**config.mk**
```make
export PLATFORM = sky130hd
export DESIGN_NAME = ajbs_isqrt
export DESIGN_NICKNAME = d
export VERILOG_FILES = /design/src/design/ajbs_pkg.sv /design/src/design/ajbs_isqrt.sv
export SDC_FILE = /design/constraint.sdc
export NUM_CORES = 1
export LEC_CHECK = 0
export ABC_CLOCK_PERIOD_IN_PS = 15400
export BUFFER_PORTS_ARGS = -buffer_cell sky130_fd_sc_hd__buf_4
export CORE_AREA = 4 4 128 130
export DETAILED_ROUTE_END_ITERATION = 6
export DIE_AREA = 0 0 132 134
export PLACE_DENSITY_LB_ADDON = 0.12
export SYNTH_ARGS = -nofsm -noshare
export SYNTH_HDL_FRONTEND = slang
export SYNTH_SLANG_ARGS = --single-unit
export TNS_END_PERCENT = 10
```
**constraint.sdc**
```tcl
create_clock -name clk -period 15.4 [get_ports clk]
set_input_delay 0 -clock clk [delete_from_list [all_inputs] [get_ports clk]]
set_output_delay 0 -clock clk [all_outputs]
set_load 0.005 [all_outputs]
```
**src/design/ajbs_pkg.sv**
```systemverilog
// Shared constants and types of the adaptive jitter buffer sizer.
// No dependencies.
`timescale 1ns / 1ps
`default_nettype none
package ajbs_pkg;

  localparam int WinDepth = 500;
  localparam int WinAw    = 9;
  localparam int CntW     = 10;

  localparam logic [7:0]  PacketPeriodMs = 8'd20;
  localparam logic [31:0] StatusHoldMs   = 32'd1000;
  localparam logic [13:0] GoodOffset     = 14'd30;  // one period plus the good margin

  // divider and root widths
  localparam int DivDw = 97;
  localparam int DivVw = 18;
  localparam int SqIw  = 80;
  localparam int SqRw  = 40;

  localparam logic [1:0] ST_NORMAL = 2'd0;
  localparam logic [1:0] ST_BAD    = 2'd1;
  localparam logic [1:0] ST_GOOD   = 2'd2;

  localparam logic [1:0] MODE_RECORD = 2'd0;
  localparam logic [1:0] MODE_BASE   = 2'd1;
  localparam logic [1:0] MODE_DECIDE = 2'd2;
  localparam logic [1:0] MODE_CLEAR  = 2'd3;

  localparam logic [2:0] REG_MIN_SIZE  = 3'd0;
  localparam logic [2:0] REG_MAX_SIZE  = 3'd1;
  localparam logic [2:0] REG_REDUCE_MS = 3'd2;
  localparam logic [2:0] REG_STEP      = 3'd3;
  localparam logic [2:0] REG_Z_FACTOR  = 3'd4;

  typedef struct packed {
    logic             start;
    logic [DivDw-1:0] dividend;
    logic [DivVw-1:0] divisor;
  } div_req_t;

  typedef struct packed {
    logic             done;
    logic [DivDw-1:0] quot;
    logic [DivVw-1:0] rem;
  } div_rsp_t;

  typedef struct packed {
    logic            start;
    logic [SqIw-1:0] radicand;
  } sqrt_req_t;

  typedef struct packed {
    logic            done;
    logic [SqRw-1:0] root;
  } sqrt_rsp_t;

endpackage
`default_nettype wire

```
**src/design/ajbs_isqrt.sv**
```systemverilog
// Digit-by-digit integer square root, one root bit per cycle.
// Depends on ajbs_pkg.
`timescale 1ns / 1ps
`default_nettype none
module ajbs_isqrt (
  input  wire logic                clk,
  input  wire logic                rst_n,
  input  wire ajbs_pkg::sqrt_req_t req,
  output ajbs_pkg::sqrt_rsp_t      rsp
);

  logic [5:0]                  cnt_r;
  logic                        done_r;
  logic [ajbs_pkg::SqIw-1:0]   v_r;
  logic [ajbs_pkg::SqRw+1:0]   rem_r;
  logic [ajbs_pkg::SqRw-1:0]   root_r;
  logic [ajbs_pkg::SqRw+3:0]   rem_sh, trial, diff;
  logic                        ge;

  always_comb begin
    rem_sh = {rem_r, v_r[ajbs_pkg::SqIw-1 -: 2]};
    trial  = {2'b00, root_r, 2'b01};
    ge     = rem_sh >= trial;
    diff   = rem_sh - trial;
  end

  always_ff @(posedge clk) begin
    if (!rst_n) begin
      cnt_r  <= '0;
      done_r <= 1'b0;
    end else begin
      done_r <= 1'b0;
      if (req.start) begin
        cnt_r  <= 6'(ajbs_pkg::SqRw);
        v_r    <= req.radicand;
        rem_r  <= '0;
        root_r <= '0;
      end else if (cnt_r != '0) begin
        v_r    <= {v_r[ajbs_pkg::SqIw-3:0], 2'b00};
        rem_r  <= ge ? diff[ajbs_pkg::SqRw+1:0] : rem_sh[ajbs_pkg::SqRw+1:0];
        root_r <= {root_r[ajbs_pkg::SqRw-2:0], ge};
        cnt_r  <= cnt_r - 6'd1;
        if (cnt_r == 6'd1) begin
          done_r <= 1'b1;
        end
      end
    end
  end

  assign rsp.done = done_r;
  assign rsp.root = root_r;

endmodule
`default_nettype wire

```
Word-level counts from Yosys, hierarchy flattened:

Cells that the tools add are included.

* register bits: 169
* input port bits: 83
* output and inout bits: 41
* logic and storage cells: 25

* add/sub/neg operators: 2
* magnitude comparators: 1
* eq/ne operators: 1
* multiplexer cells: 8
* bitwise operators: 2
* reduce and logical (&&, ||, !) cells: 5

Operator list (count)
* $mux 80: 2
* $mux 42: 2
* $ge 44x42->1: 1
* $sub 42x42->42: 1
* $mux 40: 1
* $mux 6: 2
* $eq 6x1->1 const B: 1
* $reduce_bool 6->1: 1
* $sub 6x1->6 const B: 1
* $reduce_or 3->1: 1
* $not 1->1: 2
* $reduce_and 2->1: 1
* $reduce_bool 2->1: 1
* $reduce_or 2->1: 1
* $mux 1: 1

Longest topological paths before layout:

* depth after elaboration: 3
* mapped depth: 14
* gate-level depth less buffers: 11

Least setup slack after synthesis:

OpenSTA, ideal clock, no wires.

* path kind: register to register
* from: register cnt_r[0]
* to: register rem_r[0] in the netlist's numbering, enable pin
* data arrival time: 4.640 ns
* required time: 14.864 ns
* slack: 10.224 ns
* stages on the path, launching flop included: 7
* path buffers: 1
* path through: dfxtp_1 > inv_1 > ha_1 > nand2_1 > or3_1 > clkbuf_1 > o21a_1

* longest elaborated chain between the ends: 3

RTL lines
* start, declared: RTL line ajbs_isqrt.sv:12 `logic [5:0] cnt_r;`
* start signal, assigned: RTL line ajbs_isqrt.sv:34 `cnt_r <= 6'(ajbs_pkg::SqRw);`
* start signal, assigned: RTL line ajbs_isqrt.sv:42 `cnt_r <= cnt_r - 6'd1;`
* $reduce_bool 6->1: RTL line ajbs_isqrt.sv:38 `end else if (cnt_r != '0) begin`
* $reduce_bool 2->1 (no line)
* $reduce_and 2->1 (no line)
* end signal, assigned: RTL line ajbs_isqrt.sv:40 `rem_r <= ge ? diff[ajbs_pkg::SqRw+1:0] : rem_sh[ajbs_pkg::SqRw+1:0];`
* end, declared: RTL line ajbs_isqrt.sv:15 `logic [ajbs_pkg::SqRw+1:0] rem_r;`

No other way between the ends.
A chain may end at the register's enable or synchronous reset.

Final worst setup path:

* from: register root_r[1] in the netlist's numbering
* to: register rem_r[38] in the netlist's numbering (data pin)

* longest elaborated chain between the ends: 3

RTL lines
* start, declared: RTL line ajbs_isqrt.sv:16 `logic [ajbs_pkg::SqRw-1:0] root_r;`
* start signal, assigned: RTL line ajbs_isqrt.sv:41 `root_r <= {root_r[ajbs_pkg::SqRw-2:0], ge};`
* $sub 42x42->42 or $ge 44x42->1 (tied branches): RTL line ajbs_isqrt.sv:24, ajbs_isqrt.sv:23
* $mux 42 *: RTL line ajbs_isqrt.sv:40
* $mux 42 *: RTL line ajbs_isqrt.sv:38

Every way passes the cells marked *; elsewhere a longest branch is shown, timed or not. The select of a mux whose other input is x is not followed.

==> reports/metrics.yaml <==
status: "completed"
detail_route.wl_per_cell_um: 19.1
antenna_found_initial: 2
layout_common_cells: "edfxtp_1, buf_4, nand2_1, a21oi_1, dlygate4sd3_1"
total_power_mw: 1.66
numCtsBuffers: 17
vias: 7396
drive_gt1_share_pct: 23.9
io_pins: 124
fp.coreArea_um2: 15100
leakagePower_nw: 4.79
drv_slew: 0
cp_max_fo: 25
totalWireLength_mm: 23.9
hp-class: "in -> reg"
skew_ns: 0.0144
cp_data_arrival_time_ns: 4.32
start_util_pct: 62.6
cts_tree: "done"
grt_pass1_vias: 7655
period_share_pct: 26.9
syn_nets: 990
synth-seq-cells: 169
ant_nets: 0
grt_overflow_total: 0
synthesis.area_um2: 9480
power_frac_comb_pct: 37.2
port_buffers: 123
clk_latency_ns: 0.44
whs_ns: 0.374
layout_min_cycle_time_ns: 4.15
power_frac_seq_pct: 38.1
synth-async-reset-ratio_pct: 0
ys_warn_count: 0
crit_path_end_kind: "flop"
post_cts_buffers: 0
netlist_instances: 863
place_congestion: 0.966
p_clk_share_pct: 24.7
fin_nets: 1173
cp.required_ns: 15.57
p_int_mw: 1.09
relSlewSlack_pct: 23.3
powerDensity_nw_per_um2: 140
hold_violations: 0
fmax_mhz: 241
syn_avg_cell_area_um2: 11.0
drv_cap: 0
cts.sinks: 169
synth_edf_count: 162
grt_pass1_wl_mm: 38.1
worstMarginPinSlew_ns: 1.12
drtPass1Iterations: 5
vdd_drop_max_v: 0.0000905
ys_seq_area_share_pct: 52.8
track_usage_pct: 27.0
drt_iter0_markers: 681
synth.distinct_cells: 62
htree_levels: 4
rsz0062_at_grt: "no"
finalSetupViolations: 0
postLayoutCoreUtil_pct: 78.3
grt_max_degree: 90
die_area_um2: 17700
switching_share_pct: 34.6
final_common_cell: "edfxtp_1"
die_w_um: 132
drc: 0
fillers: 917
cts_root_buf: "clkbuf_16"
placementRows: 45
clock_path_buffers: 2
area_growth_pct: 25.1
worstSetupPathType: "reg -> reg"
dpl.hpwl_mm: 13.8
cts_resized: 0
cp-start-kind: "flop"
synthFlopType: "edfxtp_1"
finalSetupTns_ns: 0
via_per_inst: 5.92
netSwitchingPower_mw: 0.576
die_y_um: 134
path_clk_slew_ns: 0.07
==> metal layers <==
layer	wire [um]	vias up	GRT usage (%)
met5	0	-	0
met3	1450	59	6.34
met2	12000	295	46.7
li1	-	3508	-
met4	724	0	10.8
met1	9780	3534	32.8
==> power by group through the flow <==
stage | combinational, mW | clock [mW] | sequential [mW]
after global placement | 0.567 | 0 | 0.635
after detailed placement | 0.583 | 0 | 0.637
after global routing | 0.685 | 0.437 | 0.639
after CTS | 0.605 | 0.408 | 0.629
final | 0.618 | 0.411 | 0.633
after floorplan | 0.452 | 0 | 0.634
==> logic make-up (layout without fill, tap and decap cells) <==
logic type | after synthesis | count (layout) | share of synthesized area (%)
other | 0 | 2 | 0
DFF | 169 | 169 | 52.8
adders and majority gates | 44 | 44 | 5.81
xor gates and xnor gates | 34 | 34 | 3.14
and+or+nand+nor | 252 | 252 | 12.1
buffers and inverters | 98 | 294 | 4.15
muxes | 81 | 81 | 9.59
AOI/OAI and AO/OA | 185 | 185 | 12.4
==> final cells by class <==
cell class,count,area (um2),share of cell area [%]
Antenna cell,2,5.00,0.0422
Clock buffer,22,487,4.11
Clock inverter,10,67.6,0.570
Inverter,53,199,1.68
Multi-Input combinational cell,596,4090,34.5
Sequential cell,169,5000,42.2
Tap cell,188,235,1.98
Timing Repair Buffer,209,1770,14.9
==> through the flow <==
step / area, um2 / worst slack (ns) / std cells
2_1_floorplan: 9480 / 10.22 / 863
3_3_place_gp: 10500 / 11.37 / 1134
3_5_place_dp: 10500 / 11.28 / 1134
4_1_cts: 11900 / 11.26 / 1247
5_1_grt: 11900 / 10.94 / 1249
6_report: 11900 / 11.25 / 1249
==> cell usage after synthesis, drive strengths merged, types with 12 or more instances <==
library cell	number	share of area (%)
nand2	103	4.1
xnor2	19	1.8
a21o	15	1.2
ha	44	5.8
nand4	16	1.1
edfxtp	162	51
clkbuf	25	1.0
mux2	78	9.3
a21oi	84	4.6
nor3	12	0.63
inv	53	2.1
xor2	15	1.4
nor2	68	2.7
o21ai	28	1.6
nand3	12	0.63
buf	20	1.0
==> timing repair <==
item,4_1_cts,5_1_grt
hold endpoints to repair,84,0
hold buffers,81,0
setup endpoints to repair,0,0
==> worst paths after layout <==
path | start | to | slack (ns) | cells past startpoint
setup / recovery | root_r[1]$_SDFFCE_PP0P_ | rem_r[38]$_SDFFCE_PP0P_ | 11.25 | 12
hold / removal | req[80] | v_r[7]$_DFFE_PP_ | 0.37 | 2
setup reg to reg | root_r[1]$_SDFFCE_PP0P_ | rem_r[38]$_SDFFCE_PP0P_ | 11.25 | 12
hold reg to reg | cnt_r[5]$_SDFFE_PN0N_ | done_r$_SDFF_PP0_ | 0.48 | 1
==> state kept, by name (all words and copies together) (netlist names) <==
register / cells
rem_r: 42
done_r: 1
root_r: 40
v_r: 80
cnt_r: 6
==> worst max-delay path, cell delays in order (launching register included) <==
cell and delay (ns):
edfxtp_1 0.36, inv_1 0.07, ha_1 0.38, o211ai_1 0.20, a21oi_1 0.08, o21ai_0 0.43, o21ai_2 0.14, a21oi_2 0.25
o21ai_2 0.13, a31oi_2 0.91, buf_4 0.44, nor3_1 0.08, a221o_1 0.39
(Power assumes the default switching activity.)
