$ cat src/design/ajbs_pkg.sv
// Shared constants and types of the adaptive jitter buffer sizer.
// No dependencies.
`timescale 1ns / 1ps
`default_nettype none
package ajbs_pkg;

  localparam int WinDepth = 500;
  localparam int WinAw    = 9;
  localparam int CntW     = 10;

  localparam logic [7:0]  PacketPeriodMs = 8'd20;
  localparam logic [31:0] StatusHoldMs   = 32'd1000;
  localparam logic [13:0] GoodOffset     = 14'd30;  // one period plus the good margin

  // divider and root widths
  localparam int DivDw = 97;
  localparam int DivVw = 18;
  localparam int SqIw  = 80;
  localparam int SqRw  = 40;

  localparam logic [1:0] ST_NORMAL = 2'd0;
  localparam logic [1:0] ST_BAD    = 2'd1;
  localparam logic [1:0] ST_GOOD   = 2'd2;

  localparam logic [1:0] MODE_RECORD = 2'd0;
  localparam logic [1:0] MODE_BASE   = 2'd1;
  localparam logic [1:0] MODE_DECIDE = 2'd2;
  localparam logic [1:0] MODE_CLEAR  = 2'd3;

  localparam logic [2:0] REG_MIN_SIZE  = 3'd0;
  localparam logic [2:0] REG_MAX_SIZE  = 3'd1;
  localparam logic [2:0] REG_REDUCE_MS = 3'd2;
  localparam logic [2:0] REG_STEP      = 3'd3;
  localparam logic [2:0] REG_Z_FACTOR  = 3'd4;

  typedef struct packed {
    logic             start;
    logic [DivDw-1:0] dividend;
    logic [DivVw-1:0] divisor;
  } div_req_t;

  typedef struct packed {
    logic             done;
    logic [DivDw-1:0] quot;
    logic [DivVw-1:0] rem;
  } div_rsp_t;

  typedef struct packed {
    logic            start;
    logic [SqIw-1:0] radicand;
  } sqrt_req_t;

  typedef struct packed {
    logic            done;
    logic [SqRw-1:0] root;
  } sqrt_rsp_t;

endpackage
`default_nettype wire

$ cat src/design/ajbs_div.sv
// Restoring divider, one quotient bit per cycle.
// Depends on ajbs_pkg.
`timescale 1ns / 1ps
`default_nettype none
module ajbs_div (
  input  wire logic               clk,
  input  wire logic               rst_n,
  input  wire ajbs_pkg::div_req_t req,
  output ajbs_pkg::div_rsp_t      rsp
);

  logic [6:0]                 cnt_r;
  logic                       done_r;
  logic [ajbs_pkg::DivDw-1:0] q_r;
  logic [ajbs_pkg::DivVw-1:0] rem_r, den_r;
  logic [ajbs_pkg::DivVw:0]   rem_sh;
  logic                       ge;
  logic [ajbs_pkg::DivVw:0]   diff;

  always_comb begin
    rem_sh = {rem_r, q_r[ajbs_pkg::DivDw-1]};
    ge     = rem_sh >= {1'b0, den_r};
    diff   = rem_sh - {1'b0, den_r};
  end

  always_ff @(posedge clk) begin
    if (!rst_n) begin
      cnt_r  <= '0;
      done_r <= 1'b0;
    end else begin
      done_r <= 1'b0;
      if (req.start) begin
        cnt_r <= 7'(ajbs_pkg::DivDw);
        q_r   <= req.dividend;
        den_r <= req.divisor;
        rem_r <= '0;
      end else if (cnt_r != '0) begin
        q_r   <= {q_r[ajbs_pkg::DivDw-2:0], ge};
        rem_r <= ge ? diff[ajbs_pkg::DivVw-1:0] : rem_sh[ajbs_pkg::DivVw-1:0];
        cnt_r <= cnt_r - 7'd1;
        if (cnt_r == 7'd1) begin
          done_r <= 1'b1;
        end
      end
    end
  end

  assign rsp.done = done_r;
  assign rsp.quot = q_r;
  assign rsp.rem  = rem_r;

endmodule
`default_nettype wire

$ cat config.mk
export PLATFORM = sky130hd
export DESIGN_NAME = ajbs_div
export DESIGN_NICKNAME = d
export VERILOG_FILES = /design/src/design/ajbs_pkg.sv /design/src/design/ajbs_div.sv
export SDC_FILE = /design/constraint.sdc
export NUM_CORES = 1
export LEC_CHECK = 0
export BUFFER_PORTS_ARGS = -buffer_cell sky130_fd_sc_hd__buf_2
export CAP_MARGIN = 20
export CORE_UTILIZATION = 55
export DETAILED_ROUTE_END_ITERATION = 8
export PLACE_DENSITY = 0.89
export SETUP_SLACK_MARGIN = 0.02
export SYNTH_ARGS = -nofsm -noshare
export SYNTH_HDL_FRONTEND = slang
export SYNTH_SLANG_ARGS = --single-unit
$ cat constraint.sdc
create_clock -name clk -period 15.49 [get_ports clk]
set_clock_uncertainty 0.2 [all_clocks]
set_input_delay 0.7745 -clock clk [delete_from_list [all_inputs] [get_ports clk]]
set_output_delay 0.7745 -clock clk [all_outputs]
set_load 0.005 [all_outputs]
==> Word-level counts from Yosys, hierarchy flattened <==
Index checks and enable logic that the tools add are counted.
{ "totals": {"regBits": 141, "input_bits": 118, "output_inout_bits": 116, "wordCells": 25} }
{ "classes": {"add_sub_neg": 2, "magnitude_cmp": 1, "eq_ne": 1, "n_mux": 7, "bitwise": 2, "n_reduce_logical": 6} }
{ "op_table": {"columns": ["cell", "n"], "rows": [
  ["two-way mux 97 bit", 2],
  ["two-way mux 18 bit", 2],
  [">= comparator 19 x 18 -> 1 bit", 1],
  ["subtractor 18 bit", 1],
  ["two-way mux 7 bit", 2],
  ["equality test 7 x 1 -> 1 bit, second input constant", 1],
  ["nonzero test 7 bit", 1],
  ["subtractor 7 x 1 -> 7 bit, second input constant", 1],
  ["AND reduction 2 bit", 2],
  ["OR reduction 3 bit", 1],
  ["inverter 1 bit", 2],
  ["nonzero test 2 bit", 1],
  ["OR reduction 2 bit", 1],
  ["two-way mux 1 bit", 1]
]} }

==> Depth between registers and ports, before layout <==
{ "depth": {"depth_word": 3, "depth_mapped": 10, "ltp_nobuf": 10} }

==> Least setup slack after synthesis <==
Ideal clock, no wire load.
{ "synth_timing": {"path_type": "input port to flip-flop", "startpoint": "input port req[115] in the netlist's numbering", "endpoint": "register q_r[0] in the netlist's numbering, enable pin", "setup_time_ns": 0.659, "arrival_time_ns": 7.500, "t_required_ns": 14.631, "slack_ns": 7.130, "stages": 3, "n_path_buf": 1, "cell_sequence": "clkbuf_1 > clkinv_1 > a31oi_1"} }
{ "synth_between": {"elab_chain_cells": 2} }
{ "synth_lines": {"columns": ["element", "line_no", "text"], "rows": [
  ["start, declared", "ajbs_div.sv:8", "input wire ajbs_pkg::div_req_t req,"],
  ["nonzero test 2 bit (no source line)", null, null],
  ["AND reduction 2 bit (no source line)", null, null],
  ["end signal, assigned", "ajbs_div.sv:34", "q_r <= req.dividend;"],
  ["end signal, assigned", "ajbs_div.sv:38", "q_r <= {q_r[ajbs_pkg::DivDw-2:0], ge};"],
  ["end, declared", "ajbs_div.sv:14", "logic [ajbs_pkg::DivDw-1:0] q_r;"]
]} }
No other way between the ends.
A chain may end at the register's enable or synchronous reset.

==> Worst setup path in the final report <==
{ "layout_timing": {"startpoint": "register q_r[96] in the netlist's numbering", "endpoint": "register rem_r[14] in the netlist's numbering, data pin"} }
{ "layout_between": {"elab_chain_cells": 3, "elab_cells_between_ends": 4, "cone_classes": "add/sub (1); order compare (1); mux (2)"} }
{ "layout_lines": {"columns": ["element", "line_no", "text"], "rows": [
  ["subtractor 18 bit or >= comparator 19 x 18 -> 1 bit (tied branches)", "ajbs_div.sv:23, ajbs_div.sv:22", null],
  ["two-way mux 18 bit *", "ajbs_div.sv:39", "rem_r <= ge ? diff[ajbs_pkg::DivVw-1:0] : rem_sh[ajbs_pkg::DivVw-1:0];"],
  ["two-way mux 18 bit *", "ajbs_div.sv:37", "end else if (cnt_r != '0) begin"],
  ["end signal, assigned", "ajbs_div.sv:39", null],
  ["end, declared", "ajbs_div.sv:15", "logic [ajbs_pkg::DivVw-1:0] rem_r, den_r;"]
]} }
Mark *: on every way between the ends. The rest lies on a longest branch, timed or not. The select of a mux whose other input is x is not followed.

==> impl_metrics.prom <==
# TYPE chip_impl_metric gauge
chip_impl_metric{name="placed_cells",unit=""} 881
chip_impl_metric{name="netlist_area",unit="sq um"} 7000
chip_impl_metric{name="cts_resized",unit=""} 0
chip_impl_metric{name="largest_net_degree_at_the_start_of_global_routing",unit=""} 86
chip_impl_info{name="cts_root_buffer",value="clkbuf_16"} 1
chip_impl_metric{name="synth-edff-count",unit=""} 133
chip_impl_info{name="ys.flop_type",value="edfxtp_1"} 1
chip_impl_metric{name="finalCriticalPeriod",unit="ns"} 3.207
chip_impl_metric{name="grt_pass1_vias",unit=""} 5283
chip_impl_info{name="run_status",value="finished, final reports clean"} 1
chip_impl_info{name="hold_class",value="in2reg"} 1
chip_impl_info{name="worstSetupStartpointType",value="flip-flop"} 1
chip_impl_metric{name="floorplan.core_area",unit="sq um"} 12210
chip_impl_metric{name="initial_utilization",unit=""} 0.5733
chip_impl_metric{name="ir_worst_vdd",unit="mV"} 0.07574
chip_impl_info{name="hold_end",value="den_r[11]"} 1
chip_impl_metric{name="via_count",unit=""} 5251
chip_impl_metric{name="clk_latency",unit="ns"} 0.42
chip_impl_metric{name="synthesis_stage_register_bit_count",unit=""} 141
chip_impl_metric{name="slew_of_the_pin_with_the_lowest_slew_margin",unit="ns"} 1.053
chip_impl_metric{name="cts_max_level",unit=""} 4
chip_impl_metric{name="cts_buffer_depth",unit=""} 2
chip_impl_metric{name="final_max_slew_viol_count",unit=""} 0
chip_impl_metric{name="grt_overflow_total",unit=""} 0
chip_impl_metric{name="inserted_clock_buffers",unit=""} 17
chip_impl_info{name="reg2reg_start",value="q_r[96]"} 1
chip_impl_metric{name="post_synth.cell_area_avg",unit="sq um"} 14.00
chip_impl_metric{name="drive_above_1_share",unit=""} 0.5107
chip_impl_info{name="layout_commonest_cell",value="buf_2"} 1
chip_impl_metric{name="yosysSeqAreaShare",unit=""} 0.5934
chip_impl_info{name="crit_path_end_kind",value="flip-flop"} 1
chip_impl_info{name="critPathKind",value="reg2reg"} 1
chip_impl_metric{name="yosysWarnings",unit=""} 0
chip_impl_metric{name="power-per-cell-area",unit="nW/um^2"} 146.4
chip_impl_metric{name="post_cts_hold_buffer_count",unit=""} 0
chip_impl_metric{name="antenna_cells_inserted",unit=""} 0
chip_impl_metric{name="worst-r2r-cell-count",unit=""} 10
chip_impl_metric{name="drt_iter0_drc",unit=""} 345
chip_impl_metric{name="final-setup-viol-count",unit=""} 0
chip_impl_metric{name="yosys.cell_types.count",unit=""} 56
chip_impl_metric{name="hold-path-cell-count",unit=""} 1
chip_impl_metric{name="gpl.final_weighted_congestion",unit=""} 0.9667
chip_impl_metric{name="placed_cell_area",unit="sq um"} 8292
chip_impl_metric{name="postSynthNetCount",unit=""} 640
chip_impl_metric{name="worst_setup_hold_path_clk_slew",unit="ns"} 0.06
chip_impl_metric{name="final.setup.tns",unit="ns"} 0
chip_impl_metric{name="area_growth",unit="%"} 27.45
chip_impl_metric{name="drc_errors",unit=""} 0
chip_impl_info{name="r2r-end",value="rem_r[14]"} 1
chip_impl_info{name="tritoncts",value="yes"} 1
chip_impl_metric{name="period_share",unit=""} 0.2070
chip_impl_metric{name="regToRegSetupSlack",unit="ns"} 12.28
chip_impl_metric{name="dp_hpwl",unit="um"} 12940
chip_impl_metric{name="grt_first_pass_wirelength",unit="um"} 26880
chip_impl_metric{name="crit_required",unit="ns"} 15.45
chip_impl_metric{name="drt-total-wl",unit="um"} 17990
chip_impl_metric{name="critical_path_peak_fanout",unit=""} 3
chip_impl_metric{name="die_h",unit="um"} 114.8
chip_impl_metric{name="max_cap_violations",unit=""} 0
chip_impl_metric{name="fp.dieW",unit="um"} 114.8
chip_impl_metric{name="num_io_pins",unit=""} 234
chip_impl_metric{name="cts_sinks",unit=""} 141
chip_impl_metric{name="static-leakage-power",unit="nW"} 3.698
chip_impl_metric{name="final_cell_count_no_fill",unit=""} 914
chip_impl_metric{name="post_cts_buffers",unit=""} 0
chip_impl_metric{name="placementRows",unit=""} 40
chip_impl_info{name="worstSetupStartpoint",value="q_r[96]"} 1
chip_impl_info{name="grt_setup_unrepaired",value="false"} 1
chip_impl_metric{name="synthArstFlopShare",unit=""} 0
chip_impl_info{name="hold_path.startpoint",value="req[11]"} 1
chip_impl_metric{name="layout.nets",unit=""} 873
chip_impl_metric{name="maximum_clock_frequency",unit="GHz"} 0.3118
chip_impl_metric{name="layout.cell_area.non_filler",unit="sq um"} 8922
chip_impl_metric{name="detail-route-antenna-nets",unit=""} 0
chip_impl_metric{name="post_drt_via_cell_ratio",unit=""} 5.745
chip_impl_metric{name="synth_cells",unit=""} 500
chip_impl_metric{name="max_slew_margin",unit=""} 0.2982
chip_impl_metric{name="grt_usage",unit=""} 0.2760
chip_impl_metric{name="routed_wire_length_per_instance",unit="um"} 19.68
chip_impl_info{name="most-common-layout-cells",value="buf_2, edfxtp_1, mux2_2"} 1
chip_impl_metric{name="worst-endpoint-arrival",unit="ns"} 3.16
chip_impl_metric{name="report.final.hold_viol_count",unit=""} 0
chip_impl_metric{name="initial_antenna_violation_count",unit=""} 1
chip_impl_metric{name="number_of_i_o_port_buffers",unit=""} 233
chip_impl_metric{name="detail_route.first_pass.iterations",unit=""} 5
chip_impl_metric{name="die-area",unit="sq um"} 13180
-- Yosys cell counts (2+ instances only) --
master    instances  area (sq um)
o21ai_0          10         50.05
buf_6             3         33.78
xnor2_1          12         105.1
or3_1             3         18.77
xor2_1            4         35.03
nand4_1           7         43.79
and2_1            2         12.51
a21oi_2           2         17.52
edfxtp_1        133          3994
dfxtp_1           8         160.2
a31o_2            3         26.28
a211oi_1          6         45.04
nand2b_1          3         18.77
o211ai_1          5         37.54
a211o_1           3         26.28
a21o_1            7         52.55
nor2_1           13         48.80
o22ai_1           3         18.77
nand3_1          15         75.07
o21a_1            3         22.52
a21oi_1          33         165.2
nor3_1            4         20.02
mux2_2           98          1104
nand2_1          15         56.30
buf_4             3         22.52
o21ai_1          10         50.05
inv_1            26         97.59
ha_1             21         262.8
nor3b_1           3         22.52
clkbuf_1         13         48.80
buf_2             4         20.02
-- worst max-delay path, cell delays in order, from the launching register on --
cell	delay, ns
edfxtp_1	0.42
inv_1	0.08
ha_1	0.17
inv_1	0.05
fa_1	0.42
a211oi_1	0.34
o211ai_1	0.20
a2111oi_1	0.54
nor3_1	0.12
nor4b_1	0.32
nor3_1	0.09
-- through the flow --
| step | worst slack, ns | hold slack, ns | total power [mW] | util |
|---|---|---|---|---|
| after floorplan | 7.130 | 0.2914 | 0.7765 | - |
| after global placement | 11.54 | 0.3095 | 0.8642 | 0.6790 |
| after detailed placement | 11.37 | 0.3545 | 0.8803 | 0.6790 |
| after CTS | 11.77 | 0.3180 | 1.301 | 0.7284 |
| after global routing | 12.09 | 0.3177 | 1.358 | 0.7306 |
| final | 12.28 | 0.3307 | 1.306 | 0.7306 |
-- flip-flops by register name, summed over array words and instances, names as in the netlist --
name / count
q_r: 97
cnt_r: 7
den_r: 18
done_r: 1
rem_r: 18
-- power by group --
group | switching, mW | internal [mW]
combinational | 0.207 | 0.156
sequential | 0.0347 | 0.488
clock | 0.155 | 0.265
total | 0.397 | 0.910
-- how the worst max path moves through the flow --
| stage | to | slack (ns) | cells after the start |
|---|---|---|---|
| after floorplan | q_r[0] | 7.13 | 3 |
| after global placement | q_r[49] | 11.54 | 4 |
| after detailed placement | q_r[59] | 11.37 | 4 |
| after CTS | q_r[55] | 11.77 | 4 |
| after global routing | rem_r[14] | 12.09 | 10 |
| final | rem_r[14] | 12.28 | 10 |
-- routing by layer --
metal  part of all wire  global-route usage
met1               0.37              0.3064
met2               0.52              0.4800
met4              0.037              0.1463
met3              0.074             0.08276
met5                  0                   0
-- cell type report --
cell class | instances | area [sq um]
repair buffers | 237 | 1219
clock inverters | 15 | 177.7
multi-input cells | 309 | 2635
clock buffers | 17 | 425.4
inverters | 27 | 101.3
well taps | 168 | 210.2
flip-flops and latches | 141 | 4154
fillers | 819 | 3289
-- cells by family after synthesis --
family                   synth area share
flip-flops                         0.5934
multiplexers                       0.1591
AO/OA/AOI/OAI                     0.09616
AND/OR/NAND/NOR                   0.05862
buffers and inverters             0.03235
adder cells (fa/ha/maj)           0.04039
XOR/XNOR                          0.02002
(Power assumes the default switching activity.)
